## config.mk

```make
export PLATFORM = sky130hd
export DESIGN_NAME = incremental_pid_valve_pulse_unit_flat
export DESIGN_NICKNAME = d
export VERILOG_FILES = /design/src/rtl/ipv_pkg.sv /design/src/rtl/ipv_in_if.sv /design/src/rtl/ipv_out_if.sv /design/src/rtl/incremental_pid_valve_pulse_unit.sv /design/src/rtl/ipv_regs.sv /design/src/rtl/ipv_mul.sv /design/src/rtl/ipv_div.sv /design/src/flat_wrapper.sv
export SDC_FILE = /design/constraint.sdc
export NUM_CORES = 2
export LEC_CHECK = 0
export BUFFER_PORTS_ARGS = -buffer_cell sky130_fd_sc_hd__buf_2
export CAP_MARGIN = 20
export CORE_MARGIN = 3
export CORE_UTILIZATION = 55
export DETAILED_ROUTE_END_ITERATION = 12
export PLACE_DENSITY = 0.81
export SLEW_MARGIN = 20
export SYNTH_ARGS = -nofsm -noshare
export SYNTH_HDL_FRONTEND = slang
export SYNTH_HIERARCHICAL = 1
export SYNTH_SLANG_ARGS = --single-unit
```

## constraint.sdc

```tcl
create_clock -name clk_i -period 10.3 [get_ports clk_i]
set_input_delay 0.515 -clock clk_i [delete_from_list [all_inputs] [get_ports clk_i]]
set_output_delay 0.515 -clock clk_i [all_outputs]
set_load 0.05 [all_outputs]
```

## src/rtl/ipv_pkg.sv

```systemverilog
// Shared types, constants and state encoding of the incremental PID valve pulse unit.
package ipv_pkg;

  // Configuration port.
  localparam int unsigned CFG_IDX_W  = 3;
  localparam int unsigned CFG_DATA_W = 18;
  typedef logic [CFG_IDX_W-1:0]  cfg_idx_t;
  typedef logic [CFG_DATA_W-1:0] cfg_data_t;

  localparam cfg_idx_t REG_GAIN_P          = 3'd0;
  localparam cfg_idx_t REG_INTEGRAL_TIME   = 3'd1;
  localparam cfg_idx_t REG_DERIVATIVE_TIME = 3'd2;
  localparam cfg_idx_t REG_CYCLE_TIME      = 3'd3;
  localparam cfg_idx_t REG_VALVE_TRAVEL    = 3'd4;
  localparam cfg_idx_t REG_DEAD_BAND       = 3'd5;

  // Register reset values.
  localparam logic signed [15:0] GAIN_P_RST    = 16'sd256;
  localparam logic [16:0]        TI_RST        = 17'd40;
  localparam logic [16:0]        TD_RST        = 17'd40;
  localparam logic [17:0]        CYC_RST       = 18'd600;
  localparam logic [17:0]        VALVE_RST     = 18'd3000;
  localparam logic [15:0]        DEAD_BAND_RST = 16'd8;

  // Limits applied when the registers are used.
  localparam logic signed [15:0] KP_LIMIT  = 16'sd25344;
  localparam logic [16:0]        TI_MIN    = 17'd10;
  localparam logic [16:0]        TI_MAX    = 17'd99990;
  localparam logic [16:0]        TD_MAX    = 17'd99990;
  localparam logic [17:0]        CYC_MIN   = 18'd10;
  localparam logic [17:0]        CYC_MAX   = 18'd180000;
  localparam logic [17:0]        VALVE_MIN = 18'd3000;
  localparam logic [17:0]        VALVE_MAX = 18'd250000;

  // Clamped configuration as seen by the datapath.
  typedef struct packed {
    logic        kp_neg;
    logic [14:0] kp_mag;
    logic [16:0] ti;
    logic [16:0] td;
    logic [17:0] cyc;
    logic [17:0] valve;
    logic [15:0] dead_band;
  } cfg_t;

  // Shared multiplier.
  localparam int unsigned MUL_A_W = 19;
  localparam int unsigned MUL_B_W = 18;
  localparam int unsigned MUL_P_W = MUL_A_W + MUL_B_W;
  typedef logic [MUL_A_W-1:0] mul_a_t;
  typedef logic [MUL_B_W-1:0] mul_b_t;
  typedef logic [MUL_P_W-1:0] mul_p_t;

  // Shared divider, two quotient bits per cycle.
  localparam int unsigned DIV_N_W    = 36;
  localparam int unsigned DIV_D_W    = 18;
  localparam int unsigned DIV_BITS   = 2;
  localparam int unsigned DIV_CNT_W  = 5;
  localparam logic [DIV_CNT_W-1:0] DIV_STEPS = DIV_CNT_W'(DIV_N_W / DIV_BITS);
  typedef logic [DIV_N_W-1:0] div_n_t;
  typedef logic [DIV_D_W-1:0] div_d_t;

  typedef struct packed {
    logic   start;
    div_n_t dividend;
    div_d_t divisor;
  } div_req_t;

  // Output scaling: 409600 = 2^14 * 25.
  localparam logic [18:0]  SCALE_DIV   = 19'd409600;
  localparam int unsigned  SCALE_SHIFT = 14;
  localparam div_d_t       SCALE_ODD   = 18'd25;

  // Width of the signed PID sum.
  localparam int unsigned SUM_W = 34;

  typedef enum logic [3:0] {
    S_IDLE,
    S_MUL_INT,
    S_DIV_INT,
    S_WAIT_INT,
    S_MUL_DER,
    S_DIV_DER,
    S_WAIT_DER,
    S_SUM,
    S_MUL_GAIN,
    S_CHECK,
    S_DIV_VALVE,
    S_WAIT_VALVE,
    S_DONE
  } state_e;

endpackage

```

## src/rtl/ipv_in_if.sv

```systemverilog
// Input channel carrying setpoint and measurement transactions.
interface ipv_in_if;
  logic               valid;
  logic               ready;
  logic signed [15:0] target_temp;
  logic signed [15:0] measured_temp;

  modport source (output valid, output target_temp, output measured_temp, input ready);
  modport sink (input valid, input target_temp, input measured_temp, output ready);
endinterface

```

## src/rtl/ipv_out_if.sv

```systemverilog
// Output channel carrying valve pulse transactions.
interface ipv_out_if;
  logic               valid;
  logic               ready;
  logic signed [18:0] pulse_ms;

  modport source (output valid, output pulse_ms, input ready);
  modport sink (input valid, input pulse_ms, output ready);
endinterface

```

## src/rtl/incremental_pid_valve_pulse_unit.sv

```systemverilog
// Top level of the incremental PID valve pulse unit: sequencer and datapath registers.
//
// Usage: each transaction on in_i carries a setpoint and a measurement in 1/16 degree.
// For every input transaction the block returns exactly one transaction on out_o that
// holds the signed valve drive time in milliseconds (positive opens, negative closes).
// Both channels use a valid/ready handshake; a transaction moves on a rising clock edge
// where valid and ready are both high. Configuration registers are written through the
// plain write port (cfg_we_i, cfg_idx_i, cfg_data_i); the user must write them only while
// no transaction is in flight, as the block itself does not enforce this. Inside the dead band
// the block goes straight to its done state and loads the result into the output
// register from there. Outside it the work runs through one shared multiplier and
// one shared divider; each of the up to three quotients takes 18 divider steps of two
// bits, and the last division is skipped when the pulse saturates. in_i.ready is high
// only while idle, so a new transaction is taken only after the last result is loaded.
// A finished result sits in an output register; the next input transaction may be
// accepted while it waits. If the receiver stalls, the result is held stable and the
// next result waits inside the block until the register frees up.
// Reset clears the error history, returns the registers to their defaults and leaves
// the block idle with no result pending.
module incremental_pid_valve_pulse_unit (
  input  logic               clk_i,
  input  logic               rst_ni,
  input  logic               cfg_we_i,
  input  ipv_pkg::cfg_idx_t  cfg_idx_i,
  input  ipv_pkg::cfg_data_t cfg_data_i,
  ipv_in_if.sink             in_i,
  ipv_out_if.source          out_o
);
  import ipv_pkg::*;

  cfg_t     cfg;
  state_e   state_q;
  state_e   state_d;

  logic     accept;
  logic     out_free;
  logic     out_load;

  // Error history (the controller's state) and the working copies of one transaction.
  logic signed [16:0] last_err_q;
  logic signed [16:0] older_err_q;
  logic signed [16:0] e1_in;
  logic signed [16:0] e1_neg;
  logic [15:0]        e1_in_mag;
  logic signed [16:0] e1_q;
  logic signed [16:0] e2_q;
  logic signed [16:0] e3_q;
  logic signed [16:0] e2_neg;
  logic [15:0]        e2_mag;

  logic signed [18:0] diff_q;
  logic signed [18:0] diff_neg;
  logic [17:0]        diff_mag;

  logic signed [SUM_W-1:0] quot_mag;
  logic signed [SUM_W-1:0] qi_q;
  logic signed [SUM_W-1:0] qd_q;
  logic signed [SUM_W-1:0] sum_q;
  logic signed [SUM_W-1:0] sum_neg;
  logic [SUM_W-2:0]        sum_mag;
  logic [18:0]             sum_clamp;

  logic               neg_q;
  logic [17:0]        res_q;
  logic               sat;
  logic [21:0]        res_x10;
  logic               short_pulse;
  logic signed [18:0] pulse_mag;
  logic signed [18:0] pulse;

  logic               out_valid_q;
  logic signed [18:0] out_pulse_q;

  mul_a_t   mul_a;
  mul_b_t   mul_b;
  mul_p_t   mul_p;
  div_req_t div_req;
  logic     div_done;
  div_n_t   div_quot;

  ipv_regs u_regs (
    .clk_i      (clk_i),
    .rst_ni     (rst_ni),
    .cfg_we_i   (cfg_we_i),
    .cfg_idx_i  (cfg_idx_i),
    .cfg_data_i (cfg_data_i),
    .cfg_o      (cfg)
  );

  ipv_mul u_mul (
    .clk_i  (clk_i),
    .a_i    (mul_a),
    .b_i    (mul_b),
    .prod_o (mul_p)
  );

  ipv_div u_div (
    .clk_i  (clk_i),
    .rst_ni (rst_ni),
    .req_i  (div_req),
    .done_o (div_done),
    .quot_o (div_quot)
  );

  // Handshakes.
  assign in_i.ready   = (state_q == S_IDLE);
  assign accept       = in_i.valid && (state_q == S_IDLE);
  assign out_free     = !out_valid_q || out_o.ready;
  assign out_load     = (state_q == S_DONE) && out_free;
  assign out_o.valid    = out_valid_q;
  assign out_o.pulse_ms = out_pulse_q;

  // Error of the incoming transaction and magnitudes of the working values.
  always_comb begin
    e1_in     = 17'(in_i.target_temp) - 17'(in_i.measured_temp);
    e1_neg    = -e1_in;
    e1_in_mag = e1_in[16] ? e1_neg[15:0] : e1_in[15:0];
    e2_neg    = -e2_q;
    e2_mag    = e2_q[16] ? e2_neg[15:0] : e2_q[15:0];
    diff_neg  = -diff_q;
    diff_mag  = diff_q[18] ? diff_neg[17:0] : diff_q[17:0];
    sum_neg   = -sum_q;
    sum_mag   = sum_q[SUM_W-1] ? sum_neg[SUM_W-2:0] : sum_q[SUM_W-2:0];
    // Any sum at or above the scale divisor saturates once the gain is nonzero,
    // so the multiplier only needs to see it clipped there.
    sum_clamp = (sum_mag >= (SUM_W-1)'(SCALE_DIV)) ? SCALE_DIV : sum_mag[18:0];
    quot_mag  = {1'b0, div_quot[SUM_W-2:0]};
    sat       = (mul_p >= MUL_P_W'(SCALE_DIV));
  end

  // Final shaping: pulses shorter than a tenth of the valve travel are dropped.
  always_comb begin
    res_x10     = 22'({res_q, 3'b000}) + 22'({res_q, 1'b0});
    short_pulse = (res_x10 < 22'(cfg.valve));
    pulse_mag   = short_pulse ? '0 : $signed({1'b0, res_q});
    pulse       = neg_q ? -pulse_mag : pulse_mag;
  end

  // Next state.
  always_comb begin
    state_d = state_q;
    case (state_q)
      S_IDLE: begin
        if (accept) begin
          state_d = (e1_in_mag > cfg.dead_band) ? S_MUL_INT : S_DONE;
        end
      end
      S_MUL_INT:  state_d = S_DIV_INT;
      S_DIV_INT:  state_d = S_WAIT_INT;
      S_WAIT_INT: begin
        if (div_done) begin
          state_d = S_MUL_DER;
        end
      end
      S_MUL_DER:  state_d = S_DIV_DER;
      S_DIV_DER:  state_d = S_WAIT_DER;
      S_WAIT_DER: begin
        if (div_done) begin
          state_d = S_SUM;
        end
      end
      S_SUM:      state_d = S_MUL_GAIN;
      S_MUL_GAIN: state_d = S_CHECK;
      S_CHECK:    state_d = sat ? S_DONE : S_DIV_VALVE;
      S_DIV_VALVE: state_d = S_WAIT_VALVE;
      S_WAIT_VALVE: begin
        if (div_done) begin
          state_d = S_DONE;
        end
      end
      S_DONE: begin
        if (out_free) begin
          state_d = S_IDLE;
        end
      end
      default: state_d = S_IDLE;
    endcase
  end

  // Operands for the shared multiplier and divider.
  always_comb begin
    mul_a            = '0;
    mul_b            = '0;
    div_req.start    = 1'b0;
    div_req.dividend = DIV_N_W'(mul_p[MUL_P_W-2:0]);
    div_req.divisor  = cfg.cyc;
    case (state_q)
      S_MUL_INT: begin
        mul_a = MUL_A_W'(e2_mag);
        mul_b = cfg.cyc;
      end
      S_DIV_INT: begin
        div_req.start   = 1'b1;
        div_req.divisor = DIV_D_W'(cfg.ti);
      end
      S_MUL_DER: begin
        mul_a = MUL_A_W'(diff_mag);
        mul_b = MUL_B_W'(cfg.td);
      end
      S_DIV_DER: begin
        div_req.start   = 1'b1;
        div_req.divisor = cfg.cyc;
      end
      S_MUL_GAIN: begin
        mul_a = sum_clamp;
        mul_b = MUL_B_W'(cfg.kp_mag);
      end
      S_CHECK: begin
        // Below saturation the gain product fits in the low bits.
        mul_a = mul_p[MUL_A_W-1:0];
        mul_b = cfg.valve;
      end
      S_DIV_VALVE: begin
        div_req.start    = 1'b1;
        div_req.dividend = DIV_N_W'(mul_p[MUL_P_W-1:SCALE_SHIFT]);
        div_req.divisor  = SCALE_ODD;
      end
      default: ;
    endcase
  end

  // Control state, error history and the output register's valid flag.
  always_ff @(posedge clk_i or negedge rst_ni) begin
    if (!rst_ni) begin
      state_q     <= S_IDLE;
      last_err_q  <= '0;
      older_err_q <= '0;
      out_valid_q <= 1'b0;
    end else begin
      state_q <= state_d;
      // The history shifts on every transaction, dead band or not.
      if (accept) begin
        older_err_q <= last_err_q;
        last_err_q  <= e1_in;
      end
      if (out_load) begin
        out_valid_q <= 1'b1;
      end else if (out_o.ready) begin
        out_valid_q <= 1'b0;
      end
    end
  end

  // Datapath registers.
  always_ff @(posedge clk_i) begin
    case (state_q)
      S_IDLE: begin
        if (accept) begin
          e1_q  <= e1_in;
          e2_q  <= last_err_q;
          e3_q  <= older_err_q;
          res_q <= '0;
          neg_q <= 1'b0;
        end
      end
      S_MUL_INT: diff_q <= 19'(e1_q) - 19'(e2_q) - 19'(e2_q) + 19'(e3_q);
      S_WAIT_INT: begin
        // Quotients truncate toward zero: divide magnitudes and restore the sign.
        if (div_done) begin
          qi_q <= e2_q[16] ? -quot_mag : quot_mag;
        end
      end
      S_WAIT_DER: begin
        if (div_done) begin
          qd_q <= diff_q[18] ? -quot_mag : quot_mag;
        end
      end
      S_SUM:      sum_q <= SUM_W'(e1_q) - SUM_W'(e2_q) + qi_q + qd_q;
      S_MUL_GAIN: neg_q <= cfg.kp_neg ^ sum_q[SUM_W-1];
      S_CHECK: begin
        if (sat) begin
          res_q <= cfg.valve;
        end
      end
      S_WAIT_VALVE: begin
        if (div_done) begin
          res_q <= div_quot[17:0];
        end
      end
      default: ;
    endcase
    if (out_load) begin
      out_pulse_q <= pulse;
    end
  end

endmodule

```

## src/rtl/ipv_regs.sv

```systemverilog
// Configuration register file with the clamping applied on use.
module ipv_regs (
  input  logic               clk_i,
  input  logic               rst_ni,
  input  logic               cfg_we_i,
  input  ipv_pkg::cfg_idx_t  cfg_idx_i,
  input  ipv_pkg::cfg_data_t cfg_data_i,
  output ipv_pkg::cfg_t      cfg_o
);
  import ipv_pkg::*;

  logic signed [15:0] gain_q;
  logic [16:0]        ti_q;
  logic [16:0]        td_q;
  logic [17:0]        cyc_q;
  logic [17:0]        valve_q;
  logic [15:0]        db_q;
  logic signed [15:0] kp_clamped;
  logic signed [15:0] kp_negated;

  always_ff @(posedge clk_i or negedge rst_ni) begin
    if (!rst_ni) begin
      gain_q  <= GAIN_P_RST;
      ti_q    <= TI_RST;
      td_q    <= TD_RST;
      cyc_q   <= CYC_RST;
      valve_q <= VALVE_RST;
      db_q    <= DEAD_BAND_RST;
    end else if (cfg_we_i) begin
      case (cfg_idx_i)
        REG_GAIN_P:          gain_q  <= $signed(cfg_data_i[15:0]);
        REG_INTEGRAL_TIME:   ti_q    <= cfg_data_i[16:0];
        REG_DERIVATIVE_TIME: td_q    <= cfg_data_i[16:0];
        REG_CYCLE_TIME:      cyc_q   <= cfg_data_i;
        REG_VALVE_TRAVEL:    valve_q <= cfg_data_i;
        REG_DEAD_BAND:       db_q    <= cfg_data_i[15:0];
        default: ;
      endcase
    end
  end

  always_comb begin
    if (gain_q > KP_LIMIT) begin
      kp_clamped = KP_LIMIT;
    end else if (gain_q < -KP_LIMIT) begin
      kp_clamped = -KP_LIMIT;
    end else begin
      kp_clamped = gain_q;
    end
    kp_negated   = -kp_clamped;
    cfg_o.kp_neg = kp_clamped[15];
    cfg_o.kp_mag = kp_clamped[15] ? kp_negated[14:0] : kp_clamped[14:0];

    // A zero integral time stands for the longest one.
    if (ti_q == '0 || ti_q > TI_MAX) begin
      cfg_o.ti = TI_MAX;
    end else if (ti_q < TI_MIN) begin
      cfg_o.ti = TI_MIN;
    end else begin
      cfg_o.ti = ti_q;
    end

    cfg_o.td = (td_q > TD_MAX) ? TD_MAX : td_q;

    if (cyc_q < CYC_MIN) begin
      cfg_o.cyc = CYC_MIN;
    end else if (cyc_q > CYC_MAX) begin
      cfg_o.cyc = CYC_MAX;
    end else begin
      cfg_o.cyc = cyc_q;
    end

    if (valve_q < VALVE_MIN) begin
      cfg_o.valve = VALVE_MIN;
    end else if (valve_q > VALVE_MAX) begin
      cfg_o.valve = VALVE_MAX;
    end else begin
      cfg_o.valve = valve_q;
    end

    cfg_o.dead_band = db_q;
  end

endmodule

```

## src/rtl/ipv_mul.sv

```systemverilog
// Shared unsigned multiplier with a registered product.
module ipv_mul (
  input  logic            clk_i,
  input  ipv_pkg::mul_a_t a_i,
  input  ipv_pkg::mul_b_t b_i,
  output ipv_pkg::mul_p_t prod_o
);
  import ipv_pkg::*;

  mul_p_t prod_q;

  always_ff @(posedge clk_i) begin
    prod_q <= MUL_P_W'(a_i) * MUL_P_W'(b_i);
  end

  assign prod_o = prod_q;

endmodule

```

## src/rtl/ipv_div.sv

```systemverilog
// Shared restoring divider that retires two quotient bits per cycle.
module ipv_div (
  input  logic              clk_i,
  input  logic              rst_ni,
  input  ipv_pkg::div_req_t req_i,
  output logic              done_o,
  output ipv_pkg::div_n_t   quot_o
);
  import ipv_pkg::*;

  div_n_t               num_q;
  div_n_t               num_v;
  div_d_t               rem_q;
  div_d_t               rem_v;
  div_d_t               den_q;
  logic [DIV_D_W:0]     trial;
  logic [DIV_CNT_W-1:0] cnt_q;
  logic                 done_q;

  // The dividend register shifts out at the top and collects quotient bits at the bottom.
  always_comb begin
    rem_v = rem_q;
    num_v = num_q;
    trial = '0;
    for (int i = 0; i < DIV_BITS; i++) begin
      trial = {rem_v, num_v[DIV_N_W-1]};
      num_v = {num_v[DIV_N_W-2:0], 1'b0};
      if (trial >= {1'b0, den_q}) begin
        trial    = trial - {1'b0, den_q};
        num_v[0] = 1'b1;
      end
      rem_v = trial[DIV_D_W-1:0];
    end
  end

  always_ff @(posedge clk_i or negedge rst_ni) begin
    if (!rst_ni) begin
      cnt_q  <= '0;
      done_q <= 1'b0;
    end else if (req_i.start) begin
      cnt_q  <= DIV_STEPS;
      done_q <= 1'b0;
    end else begin
      done_q <= (cnt_q == DIV_CNT_W'(1));
      if (cnt_q != '0) begin
        cnt_q <= cnt_q - DIV_CNT_W'(1);
      end
    end
  end

  always_ff @(posedge clk_i) begin
    if (req_i.start) begin
      num_q <= req_i.dividend;
      rem_q <= '0;
      den_q <= req_i.divisor;
    end else if (cnt_q != '0) begin
      num_q <= num_v;
      rem_q <= rem_v;
    end
  end

  assign done_o = done_q;
  assign quot_o = num_q;

endmodule

```

## src/flat_wrapper.sv

```systemverilog
// flat-port wrapper written by rule: the top's interface ports become plain ports
module incremental_pid_valve_pulse_unit_flat import ipv_pkg::*;
  (clk_i, rst_ni, cfg_we_i, cfg_idx_i, cfg_data_i, in_i_valid, in_i_target_temp, in_i_measured_temp, in_i_ready, out_o_valid, out_o_pulse_ms, out_o_ready);
  ipv_in_if in_i_i ();
  ipv_out_if out_o_i ();
  input  logic clk_i;
  input  logic rst_ni;
  input  logic cfg_we_i;
  input  ipv_pkg::cfg_idx_t cfg_idx_i;
  input  ipv_pkg::cfg_data_t cfg_data_i;
  input wire logic [$bits(in_i_i.valid)-1:0] in_i_valid;
  input wire logic [$bits(in_i_i.target_temp)-1:0] in_i_target_temp;
  input wire logic [$bits(in_i_i.measured_temp)-1:0] in_i_measured_temp;
  output wire logic [$bits(in_i_i.ready)-1:0] in_i_ready;
  output wire logic [$bits(out_o_i.valid)-1:0] out_o_valid;
  output wire logic [$bits(out_o_i.pulse_ms)-1:0] out_o_pulse_ms;
  input wire logic [$bits(out_o_i.ready)-1:0] out_o_ready;
  assign in_i_i.valid = in_i_valid;
  assign in_i_i.target_temp = in_i_target_temp;
  assign in_i_i.measured_temp = in_i_measured_temp;
  assign in_i_ready = in_i_i.ready;
  assign out_o_valid = out_o_i.valid;
  assign out_o_pulse_ms = out_o_i.pulse_ms;
  assign out_o_i.ready = out_o_ready;
  incremental_pid_valve_pulse_unit u_core (.clk_i(clk_i), .rst_ni(rst_ni), .cfg_we_i(cfg_we_i), .cfg_idx_i(cfg_idx_i), .cfg_data_i(cfg_data_i), .in_i(in_i_i), .out_o(out_o_i));
endmodule
```

==> impl_metrics.toml <==
[status]
status = "completed"

[logic_synthesis]
synth_seq_cells = 466
synthArstFlopShare = 0.315
synth_area_um2 = 42800
ys_types = 107
synth_ff_type = "edfxtp_1"
ys_seq_area_frac = 0.298
avgSynthCellArea_um2 = 9.57
yosysMostFrequentCell = "inv_1"
yosysTopAreaCell = "edfxtp_1"
synth_edf_count = 264
syn_nets = 5164
synth_area_leaders = "edfxtp_1 (19%), fa_1 (17%), ha_1 (8.1%)"
synth_commonest_cells = "inv_1 (620), nand2_1 (515), fa_1 (360), ha_1 (277), edfxtp_1 (264)"
syn_inst = 4469
ys_warn_count = 6
synth_top_cell_area_share = 0.185

[route]
drtIter0Drc = 3743
wl_per_cell_um = 20.9
vias = 33700
vias_per_cell = 6.07
postRouteAntennaNets = 0
drc_errors = 0
firstDrtPassIters = 6
routed_wl_mm = 116

[grt]
grt_pass1_wl_mm = 185
use_met2 = 0.440
grt.met1_usage = 0.392
grt_pass1_vias = 33700
grt_max_degree = 82
antenna_found_initial = 2
top_usage_layer = "met2"
gr-usage-all-layers = 0.285
met3_usage = 0.0599
grt-ovfl-total = 0

[sta]
tightest_slew_ns = 1.11
clock_skew_ns = 0.0392
fmax_ghz = 0.104
maxSlewHeadroom = 0.256
finalCritPeriodShare = 0.937
hold_viol = 0
setup_ws_ns = 0.646
fin_crit_ns = 9.65
setup_viol = 0
rsz0062_at_grt = "false"
finalSetupTns_ns = 0
slew_violations = 0
whs_ns = 0.194

[pwr]
netSwitchingFraction = 0.464
ir_drop_v = 0.000232
design_power_total_uw = 12800
pwr-share-comb = 0.584
p_int_uw = 6870
cellPowerDensity_nw_per_um2 = 277
p_switching_uw = 5950
p_leak_uw = 0.0210
clkPwrFrac = 0.159
seqPwrFrac = 0.257

[worst_setup_path]
worstSetupStartpoint = "u_core/u_regs/gain_q[8]$_DFFE_PN1P_"
cpPeakStageDelay_ns = 0.58
r2r-start = "u_core/u_regs/gain_q[8]$_DFFE_PN1P_"
cp.arrival_ns = 10.12
path_class = "register to register"
r2r_slack_ns = 0.65
crit_path_start_kind = "register"
path_max_fanout = 15
cp-end-kind = "register"
required_ns = 10.76
cp_slowest_cell = "dfstp_2"

[die]
initial_core_util = 0.560
die_h_um = 285
core_area_um2 = 76500
die_w_um = 285
die-area_um2 = 81200
num_rows = 101
ioPinCount = 79

[finish]
drive_gt1_frac = 0.117
syn_to_final_growth_pct = 8.19
fillerInstances = 6214
nets = 5179
fin_util = 0.605
seq_area_um2 = 12700
diodes = 0
multi_input_area_um2 = 27100

[clock_network]
cts.htree.levels = 2
clock_latency_ns = 0.62
cts_tree = "yes"
cts-root-buf = "clkbuf_16"
clock-sinks = 466
numCtsBuffers = 53
path_clk_slew_ns = 0.06
clock_path_buffers = 3

[placement]
hpwl_mm = 87.4
portBuffers = 78
routabilityCongestion = 0.993
pre_cts_slack_ns = 0.916

[min_path]
hp-class = "input pin to register"
hold_start = "cfg_data_i[17]"

[flow_run]
cap_violations = 0
[layer usage]
| metal | vias up | share of wire |
|---|---|---|
| met1 | 16400 | 0.41 |
| met2 | 1747 | 0.44 |
| met5 | - | 0.00049 |
| met4 | 2 | 0.049 |
| li1 | 15200 | - |
| met3 | 351 | 0.099 |
[cells in the final DEF (no fill, tap or decap), drive strengths merged, types with 15 or more instances in the layout]
cell type,instances
inv,624
nand2,517
fa,360
ha,277
edfxtp,264
nor2,184
a21oi,177
xnor2,175
mux2,171
and2,169
o21ai,161
buf,138
dfrtp,130
xor2,87
nor3,84
a21o,64
clkbuf,62
nand3,60
dfxtp,55
nand2b,52
o31ai,52
nor2b,49
or3,42
a22oi,34
nor4,34
nand4,33
a31oi,31
or2,30
o21a,26
or4,23
a22o,20
o211ai,20
clkinv,20
a211oi,18
nor3b,18
o21bai,17
o22ai,17
mux2i,17
dfstp,17
o41ai,15
[metrics by stage]
step | instance area [um^2] | cells
global route | 46300 | 5557
floorplan | 42800 | 4469
detailed placement | 44300 | 5456
global placement | 44300 | 5456
CTS | 46200 | 5555
finish | 46300 | 5557
[worst max-delay path: cells and delay by family (launching register included)]
family                   cells  cell delay, ns
adder cells (fa/ha/maj)      9            4.06
AO/OA/AOI/OAI                9            2.21
AND/OR/NAND/NOR              7            1.78
buffers and inverters        7            0.66
flip-flops                   1            0.58
XOR/XNOR                     1            0.17
[final timing paths]
path,to,cells past startpoint
worst min register to register,u_core/e3_q[12]$_DFFE_PP_,0
worst max register to register,u_core/u_mul/prod_o[35]$_DFF_P_,33
worst min-delay path,u_core/u_regs/valve_q[17]$_DFFE_PN0P_,2
worst max-delay path,u_core/u_mul/prod_o[35]$_DFF_P_,33
max in group asynchronous,u_core/u_regs/td_q[11]$_DFFE_PN0P_,3
min in group asynchronous,u_core/u_regs/db_q[1]$_DFFE_PN0P_,2
[cell families after synthesis]
kind of cell	Yosys count	share of synthesized area
buf+inv	802	0.0715
xor+xnor	262	0.0536
flops	466	0.298
fa+ha+maj	637	0.249
simple gates	1344	0.156
compound gates	770	0.122
mux	188	0.0490
[registers in the layout, summed over array words and instances (netlist names), 4 cells and up]
register / count
u_core/u_regs/cyc_q: 18
u_core/u_regs/gain_q: 16
u_core/qd_q: 34
u_core/e3_q: 17
u_core/older_err_q: 17
u_core/u_regs/td_q: 17
u_core/u_div/den_q: 18
u_core/state_q: 4
u_core/res_q: 18
u_core/u_div/rem_q: 18
u_core/u_div/cnt_q: 5
u_core/sum_q: 34
u_core/u_mul/prod_o: 37
u_core/last_err_q: 17
u_core/u_div/quot_o: 36
u_core/u_regs/db_q: 16
u_core/e1_q: 17
u_core/e2_q: 17
u_core/diff_q: 19
u_core/qi_q: 34
u_core/out_o.pulse_ms: 19
u_core/u_regs/ti_q: 17
u_core/u_regs/valve_q: 18
[power by group through the flow]
stage               Combinational, uW  Sequential, uW  Clock [uW]
global placement                 7080            3270           0
floorplan                        5530            3030           0
detailed placement               7250            3280           0
global route                     8220            3330        2140
finish                           7490            3290        2040
CTS                              7330            3250        2070
[repair_timing]
item	CTS	global route
gates resized for setup	0	0
setup buffers	0	0
hold buffers	1	0
endpoints found under the hold margin	63	0
[final cells by class]
| type | instances | share of cell area |
|---|---|---|
| Clock buffer | 62 | 0.0314 |
| Timing Repair Buffer | 139 | 0.0188 |
| Multi-Input combinational cell | 3201 | 0.586 |
| Tap cell | 1030 | 0.0278 |
| Sequential cell | 466 | 0.275 |
| Inverter | 623 | 0.0505 |
| Clock inverter | 36 | 0.00987 |
Power figures use the tool's default switching activity.
